$ cat src/rtl/core/clsw_pkg.sv
// Package: shared types, constants and the set-address command builder.
`timescale 1ns / 1ps

package clsw_pkg;

    localparam int ROW_W = 2;

    localparam logic [7:0] SPACE_CHAR = 8'h20;
    localparam logic [7:0] SET_ADDR   = 8'h80;

    localparam logic [7:0] ROW_BASE [4] = '{8'h00, 8'h40, 8'h14, 8'h54};

    localparam logic OP_WRITE_CHAR = 1'b0;
    localparam logic OP_SET_POS    = 1'b1;

    localparam logic RS_COMMAND = 1'b0;
    localparam logic RS_DATA    = 1'b1;

    typedef enum logic [2:0] {
        ST_IDLE,
        ST_ROW_ADDR,
        ST_READ,
        ST_EMIT,
        ST_BLANK,
        ST_WRAP_ADDR
    } clsw_state_t;

    typedef struct packed {
        logic       en;
        logic       rs;
        logic [7:0] data;
        logic       last;
    } emit_t;

    // Set-address command: 0x80 | ((row base + column) & 0x7F)
    function automatic logic [7:0] set_addr_cmd(input logic [ROW_W-1:0] row,
                                                input logic [7:0] col);
        logic [7:0] sum;
        begin
            sum = ROW_BASE[row] + col;
            set_addr_cmd = SET_ADDR | {1'b0, sum[6:0]};
        end
    endfunction

endpackage

$ cat src/rtl/core/char_lcd_scrolling_writer.sv
// Top level: character-LCD text writer with cursor, line wrap and scroll store.
`timescale 1ns / 1ps

// Each accepted word becomes a run of LCD bytes (register_select 0 = command,
// 1 = data), the final one flagged by last_of_run. A character write gives
// one data byte; at the end of a row it is followed by a set-address command
// for the next row. At the end of the bottom row the screen scrolls: every
// row above the bottom is rewritten from the scroll store, the bottom row is
// blanked and the store moves up one row. Each stored character is read
// from the store in ST_READ and then sent in ST_EMIT. A set-position word
// gives one command, or nothing if it is off the screen. A new word is taken
// only in the idle state and only when the output register is empty or its
// byte leaves at the same edge, so the last byte of a run never waits there
// while the next word is accepted. The store holds COLUMNS*(ROWS-1)
// characters in a synchronous RAM; a valid flag per entry, cleared at reset,
// makes unwritten entries read as spaces, so no clearing pass is needed
// after reset.
module char_lcd_scrolling_writer
    import clsw_pkg::*;
#(
    parameter int COLUMNS = 16,
    parameter int ROWS    = 2
)
(
    input  logic       clk,
    input  logic       rst_n,
    input  logic       in_valid,
    output logic       in_stall,
    input  logic       opcode,
    input  logic [7:0] char_code,
    input  logic [4:0] target_column,
    input  logic [1:0] target_row,
    output logic       out_valid,
    input  logic       out_stall,
    output logic       register_select,
    output logic [7:0] bus_byte,
    output logic       last_of_run
);

    localparam int COL_W   = $clog2(COLUMNS);
    localparam int ENTRIES = COLUMNS * (ROWS - 1);
    localparam int ADDR_W  = $clog2(ENTRIES);

    localparam logic [COL_W-1:0] LAST_COL      = COL_W'(COLUMNS - 1);
    localparam logic [ROW_W-1:0] LAST_ROW      = ROW_W'(ROWS - 1);
    localparam logic [ROW_W-1:0] LAST_STORE_ROW = ROW_W'(ROWS - 2);

    clsw_state_t state_reg, state_next;

    logic [COL_W-1:0]  cur_col_reg, cur_col_next;
    logic [ROW_W-1:0]  cur_row_reg, cur_row_next;
    logic [COL_W-1:0]  col_idx_reg, col_idx_next;   // column within scroll row
    logic [ROW_W-1:0]  row_idx_reg, row_idx_next;   // screen row being redrawn
    logic [ADDR_W-1:0] ptr_reg, ptr_next;           // store entry being read
    logic [ENTRIES-1:0] vld_reg, vld_next;

    logic       out_valid_reg, out_valid_next;
    logic       rs_reg, rs_next;
    logic [7:0] byte_reg, byte_next;
    logic       last_reg, last_next;

    // scroll store RAM, one write and one registered read port
    logic [7:0]        store_mem [ENTRIES];
    logic              we;
    logic [ADDR_W-1:0] wa;
    logic [7:0]        wd;
    logic              re;
    logic [7:0]        rd_data_reg;
    logic              rd_valid_reg;

    emit_t      emit;
    logic       load_ok;
    logic       in_take;
    logic       pos_ok;
    logic       at_last_col;
    logic       at_last_row;
    logic [7:0] stored_char;
    logic [ADDR_W-1:0] char_addr;

    // output slot can take a byte this cycle
    assign load_ok  = !out_valid_reg || !out_stall;
    assign in_stall = !(state_reg == ST_IDLE && load_ok);
    assign in_take  = in_valid && !in_stall;

    assign pos_ok      = (32'(target_column) < COLUMNS) && (32'(target_row) < ROWS);
    assign at_last_col = (cur_col_reg == LAST_COL);
    assign at_last_row = (cur_row_reg == LAST_ROW);
    assign stored_char = rd_valid_reg ? rd_data_reg : SPACE_CHAR;
    assign char_addr   = ADDR_W'(32'(cur_row_reg - 2'd1) * COLUMNS + 32'(cur_col_reg));

    // next state
    always_comb
    begin
        state_next = state_reg;
        case (state_reg)
            ST_IDLE:
            begin
                if (in_take && opcode == OP_WRITE_CHAR && at_last_col)
                begin
                    state_next = at_last_row ? ST_ROW_ADDR : ST_WRAP_ADDR;
                end
            end
            ST_ROW_ADDR:
            begin
                if (load_ok)
                begin
                    state_next = (row_idx_reg == LAST_ROW) ? ST_BLANK : ST_READ;
                end
            end
            ST_READ:
            begin
                state_next = ST_EMIT;
            end
            ST_EMIT:
            begin
                if (load_ok)
                begin
                    state_next = (col_idx_reg == LAST_COL) ? ST_ROW_ADDR : ST_READ;
                end
            end
            ST_BLANK:
            begin
                if (load_ok && col_idx_reg == LAST_COL)
                begin
                    state_next = ST_WRAP_ADDR;
                end
            end
            ST_WRAP_ADDR:
            begin
                if (load_ok)
                begin
                    state_next = ST_IDLE;
                end
            end
            default:
            begin
                state_next = ST_IDLE;
            end
        endcase
    end

    // datapath, store access and emitted byte
    always_comb
    begin
        emit         = '0;
        cur_col_next = cur_col_reg;
        cur_row_next = cur_row_reg;
        col_idx_next = col_idx_reg;
        row_idx_next = row_idx_reg;
        ptr_next     = ptr_reg;
        vld_next     = vld_reg;
        we           = 1'b0;
        wa           = char_addr;
        wd           = char_code;
        re           = 1'b0;

        case (state_reg)
            ST_IDLE:
            begin
                if (in_take)
                begin
                    if (opcode == OP_SET_POS)
                    begin
                        if (pos_ok)
                        begin
                            emit.en      = 1'b1;
                            emit.rs      = RS_COMMAND;
                            emit.data    = set_addr_cmd(target_row, 8'(target_column));
                            emit.last    = 1'b1;
                            cur_col_next = COL_W'(target_column);
                            cur_row_next = target_row;
                        end
                    end
                    else
                    begin
                        emit.en   = 1'b1;
                        emit.rs   = RS_DATA;
                        emit.data = char_code;
                        emit.last = !at_last_col;
                        // top row is never kept
                        if (cur_row_reg != '0)
                        begin
                            we           = 1'b1;
                            wa           = char_addr;
                            wd           = char_code;
                            vld_next[wa] = 1'b1;
                        end
                        if (at_last_col)
                        begin
                            cur_col_next = '0;
                            if (at_last_row)
                            begin
                                row_idx_next = '0;
                                ptr_next     = '0;
                            end
                            else
                            begin
                                cur_row_next = cur_row_reg + 2'd1;
                            end
                        end
                        else
                        begin
                            cur_col_next = cur_col_reg + 1'b1;
                        end
                    end
                end
            end
            ST_ROW_ADDR:
            begin
                if (load_ok)
                begin
                    emit.en      = 1'b1;
                    emit.rs      = RS_COMMAND;
                    emit.data    = set_addr_cmd(row_idx_reg, 8'h00);
                    col_idx_next = '0;
                end
            end
            ST_READ:
            begin
                re = 1'b1;
            end
            ST_EMIT:
            begin
                if (load_ok)
                begin
                    emit.en   = 1'b1;
                    emit.rs   = RS_DATA;
                    emit.data = stored_char;
                    // shift the entry up one store row
                    if (row_idx_reg != '0)
                    begin
                        we           = 1'b1;
                        wa           = ADDR_W'(ptr_reg - ADDR_W'(COLUMNS));
                        wd           = stored_char;
                        vld_next[wa] = 1'b1;
                    end
                    // bottom store row goes back to spaces
                    if (row_idx_reg == LAST_STORE_ROW)
                    begin
                        vld_next[ptr_reg] = 1'b0;
                    end
                    ptr_next     = ptr_reg + 1'b1;
                    col_idx_next = col_idx_reg + 1'b1;
                    if (col_idx_reg == LAST_COL)
                    begin
                        row_idx_next = row_idx_reg + 2'd1;
                    end
                end
            end
            ST_BLANK:
            begin
                if (load_ok)
                begin
                    emit.en      = 1'b1;
                    emit.rs      = RS_DATA;
                    emit.data    = SPACE_CHAR;
                    col_idx_next = col_idx_reg + 1'b1;
                end
            end
            ST_WRAP_ADDR:
            begin
                if (load_ok)
                begin
                    emit.en   = 1'b1;
                    emit.rs   = RS_COMMAND;
                    emit.data = set_addr_cmd(cur_row_reg, 8'h00);
                    emit.last = 1'b1;
                end
            end
            default:
            begin
                emit = '0;
            end
        endcase
    end

    // output register
    always_comb
    begin
        out_valid_next = out_valid_reg && out_stall;
        rs_next        = rs_reg;
        byte_next      = byte_reg;
        last_next      = last_reg;
        if (emit.en)
        begin
            out_valid_next = 1'b1;
            rs_next        = emit.rs;
            byte_next      = emit.data;
            last_next      = emit.last;
        end
    end

    always_ff @(posedge clk or negedge rst_n)
    begin
        if (!rst_n)
        begin
            state_reg     <= ST_IDLE;
            cur_col_reg   <= '0;
            cur_row_reg   <= '0;
            col_idx_reg   <= '0;
            row_idx_reg   <= '0;
            ptr_reg       <= '0;
            vld_reg       <= '0;
            out_valid_reg <= 1'b0;
        end
        else
        begin
            state_reg     <= state_next;
            cur_col_reg   <= cur_col_next;
            cur_row_reg   <= cur_row_next;
            col_idx_reg   <= col_idx_next;
            row_idx_reg   <= row_idx_next;
            ptr_reg       <= ptr_next;
            vld_reg       <= vld_next;
            out_valid_reg <= out_valid_next;
        end
    end

    always_ff @(posedge clk)
    begin
        rs_reg   <= rs_next;
        byte_reg <= byte_next;
        last_reg <= last_next;
    end

    always_ff @(posedge clk)
    begin
        if (we)
        begin
            store_mem[wa] <= wd;
        end
        if (re)
        begin
            rd_data_reg  <= store_mem[ptr_reg];
            rd_valid_reg <= vld_reg[ptr_reg];
        end
    end

    assign out_valid       = out_valid_reg;
    assign register_select = rs_reg;
    assign bus_byte        = byte_reg;
    assign last_of_run     = last_reg;

    // cursor never leaves the screen
    a_cursor_on_screen: assert property (@(posedge clk) disable iff (!rst_n)
        (32'(cur_col_reg) < COLUMNS) && (32'(cur_row_reg) < ROWS))
        else $error("cursor off screen");

    // a flagged last byte always ends the run
    a_last_ends_run: assert property (@(posedge clk) disable iff (!rst_n)
        emit.en && emit.last |=> state_reg == ST_IDLE)
        else $error("run continues after last byte");

    // cursor sits on the bottom row for the whole redraw
    a_scroll_bottom_row: assert property (@(posedge clk) disable iff (!rst_n)
        (state_reg == ST_ROW_ADDR || state_reg == ST_READ || state_reg == ST_EMIT
         || state_reg == ST_BLANK) |-> cur_row_reg == LAST_ROW)
        else $error("cursor moved during scroll");

    // store reads stay within the store
    a_read_in_range: assert property (@(posedge clk) disable iff (!rst_n)
        state_reg == ST_READ |-> (32'(ptr_reg) < ENTRIES) && (row_idx_reg != LAST_ROW))
        else $error("store read out of range");

    // a store read is always followed by its data byte
    a_read_then_emit: assert property (@(posedge clk) disable iff (!rst_n)
        state_reg == ST_READ |=> state_reg == ST_EMIT)
        else $error("read without emit");

endmodule
$ cat config.mk
export PLATFORM = sky130hd
export DESIGN_NAME = char_lcd_scrolling_writer
export DESIGN_NICKNAME = d
export VERILOG_FILES = /design/src/rtl/core/clsw_pkg.sv /design/src/rtl/core/char_lcd_scrolling_writer.sv
export SDC_FILE = /design/constraint.sdc
export NUM_CORES = 1
export LEC_CHECK = 0
export ABC_AREA = 1
export BUFFER_PORTS_ARGS = -buffer_cell sky130_fd_sc_hd__buf_4
export CORE_UTILIZATION = 25
export CTS_CLUSTER_DIAMETER = 120
export CTS_CLUSTER_SIZE = 40
export DETAILED_ROUTE_END_ITERATION = 8
export PLACE_DENSITY = 0.45
export SLEW_MARGIN = 40
export SYNTH_ARGS = -nofsm -noshare
export SYNTH_HDL_FRONTEND = slang
export SYNTH_SLANG_ARGS = --single-unit
$ cat constraint.sdc
create_clock -name clk -period 4.3 [get_ports clk]
set_input_delay 0.43 -clock clk [delete_from_list [all_inputs] [get_ports clk]]
set_output_delay 0.43 -clock clk [all_outputs]
set_load 0.005 [all_outputs]
==> impl_metrics.toml <==
[pwr]
p_total_mw = 5.56
sw_frac_of_total_pct = 38.7
pwr-share-clk_pct = 27.4
total_leakage_power_nw = 3.89
p_seq_share_pct = 41.2
internal-power_mw = 3.41
power_frac_comb_pct = 31.4
ir_drop_mv = 0.260
power.switching_mw = 2.15
cellPowerDensity_nw_per_um2 = 543

[logic_synthesis]
synth_cell_types = 33
synth_top_area_cell = "edfxtp_1"
yosysTopAreaCellShare_pct = 49.2
synth.top_cells.by_area = "edfxtp_1, dfrtp_1, nand2_1"
syn_inst = 967
synth.avg_cell_area_um2 = 9.29
syn_area_um2 = 8980
synth_fp_nets = 1004
yosysSeqAreaShare_pct = 59.2
synth_seq_cells = 183
yosysWarnings = 0

[sta]
skew_ns = 0.0138
rsz0062_at_grt = "false"
whs_ns = 0.298
timing.fmax_mhz = 350
relSlewSlack_pct = 45.3
timing.final.ws_setup_ns = 1.44
tns_ns = 0
period_share_pct = 66.4
tightest_slew_ns = 0.821
finalHoldViolations = 0
slew_viol_final = 0
period_minus_slack_ns = 2.86
setup_viol = 0

[clock_tree]
insertion_delay_ns = 0.44
postCtsSetupBuffers = 0
clk_pin_slew_worst_paths_ns = 0.08
cts_tree = "built"
cts_resized = 0
cts_hold_buf = 1
cts_sinks = 183
cts_made_buffers = 17
htree_levels = 4
cts-root-buf = "clkbuf_16"
cts_max_path_buffers = 2

[worst_setup_path]
cp_max_fo = 18
arrival_ns = 2.93
max_stage_delay_ns = 0.60
end_kind = "flip-flop"
worstPathRequired_ns = 4.38
cpMaxStageDelayCell = "nor2_1"
crit_type = "reg2reg"
start_kind = "flip-flop"
crit_chain = "inv_1 -> ha_1 -> inv_2 -> nand3_4 -> o21ai_1 -> nand3_1 -> nor2_1"

[routing]
dr.pass1.iters = 5
wl_mm = 25.0
drcViolationCount = 0
wl_per_cell_um = 17.2
postRouteAntennaNets = 0
route.vias.total = 6734
via_per_inst = 4.64
drtIter0Drc = 444

[placed_design]
place_congestion = 0.848
place_area_um2 = 9650
port_buffers = 31
preCtsSetupSlack_ns = 1.46
dp_hpwl_mm = 17.0

[global_routing]
grt_pass1_wl_mm = 38.8
grt_overflow = 0
grt_max_degree = 79
track_usage_pct = 14.2
grt_pass1_vias = 6431
antenna_found_initial = 0

[finish]
diodes = 0
nets = 1015
largest_register_ffs = 128
stdcell_area_um2 = 10200
drive_gt1_share_pct = 9.79
synthToLayoutAreaGrowth_pct = 13.9

[die]
die_area_um2 = 36700
fp.coreArea_um2 = 35500
die_h_um = 192
io_pins = 32
die_x_um = 192
initial_utilization_pct = 25.3
row_count = 69

[job]
max-cap-violations = 0

[min_path]
hp-class = "in2reg"

[outcome]
status = "completed"
==> final cells by class <==
class                           instances  area, um2
Clock buffer                           17        425
Clock inverter                         15        134
Fill cell                            3738      25300
Inverter                               60        228
Multi-Input combinational cell        674       3220
Sequential cell                       183       5320
Tap cell                              461        577
Timing Repair Buffer                   42        318
==> through the flow <==
stage	utilization, %	std cells
floorplan	-	967
global placement	27.1	1419
detailed placement	27.2	1419
CTS	28.8	1452
global route	28.8	1452
finish	28.8	1452
==> kinds of logic after synthesis <==
group | count (synthesis) | synth area share (%)
compound gates | 189 | 10.8
flops | 183 | 59.2
fa+ha+maj | 17 | 2.37
xor+xnor | 3 | 0.293
simple gates | 465 | 22.1
buf+inv | 110 | 5.23
==> power groups by stage <==
stage / Clock [mW] / Combinational [mW] / Sequential [mW]
6_report: 1.52 / 1.74 / 2.29
5_1_grt: 1.63 / 1.97 / 2.31
4_1_cts: 1.57 / 1.77 / 2.28
3_5_place_dp: 0 / 1.76 / 2.32
3_3_place_gp: 0 / 1.76 / 2.32
2_1_floorplan: 0 / 1.26 / 2.26
==> cell usage after synthesis, drive strengths merged <==
cell type	n
nand2	221
o21ai	159
edfxtp	147
nor2	135
nand3	73
inv	60
dfrtp	36
nand4	30
buf	26
clkbuf	24
a21oi	17
ha	17
o22ai	10
nor3	3
nand3b	2
xor2	2
a31o	1
o2111ai	1
o211ai	1
or2	1
xnor2	1
==> layout by cell type, fill, tap and decap left out, types with 3 or more instances in the layout <==
master,synthesis,layout
a21oi_1,17,17
buf_4,5,41
clkbuf_16,0,17
dfrtp_1,36,34
edfxtp_1,147,147
ha_1,17,17
inv_1,55,55
inv_2,5,4
inv_6,0,6
nand2_1,219,218
nand3_1,70,70
nand4_1,30,30
nor2_1,131,128
nor2_2,1,4
nor2_4,3,3
o21ai_0,146,140
o21ai_1,13,16
o22ai_1,10,10
==> critical path: cells and delay by family, from the launching register on <==
kind                       cells  cell delay, ns
and+or+nand+nor                3            1.17
AOI/OAI and AO/OA              1            0.30
DFF                            1            0.42
adders and majority gates      1            0.24
buffers and inverters          2            0.35
==> final timing paths <==
path | start | endpoint | slack (ns) | cells after the start
max in group asynchronous | rst_n | ptr_reg[1] | 3.42 | 2
hold reg to reg | row_idx_reg[1] | row_idx_reg[1] | 0.48 | 2
hold / removal | char_code[5] | bus_byte[5] | 0.30 | 3
setup reg to reg | row_idx_reg[0] | store_mem[12][1] | 1.44 | 7
setup / recovery | row_idx_reg[0] | store_mem[12][1] | 1.44 | 7
min in group asynchronous | rst_n | col_idx_reg[2] | 0.50 | 2
==> routing by layer <==
layer  vias up  share of wire, %  track usage [%]
li1       3345                 -                -
met1      3234                49             20.2
met2       121                45             21.2
met3        34               3.8             2.96
met4         0               1.7             4.58
met5         -                 0                0
Power figures use the tool's default switching activity.
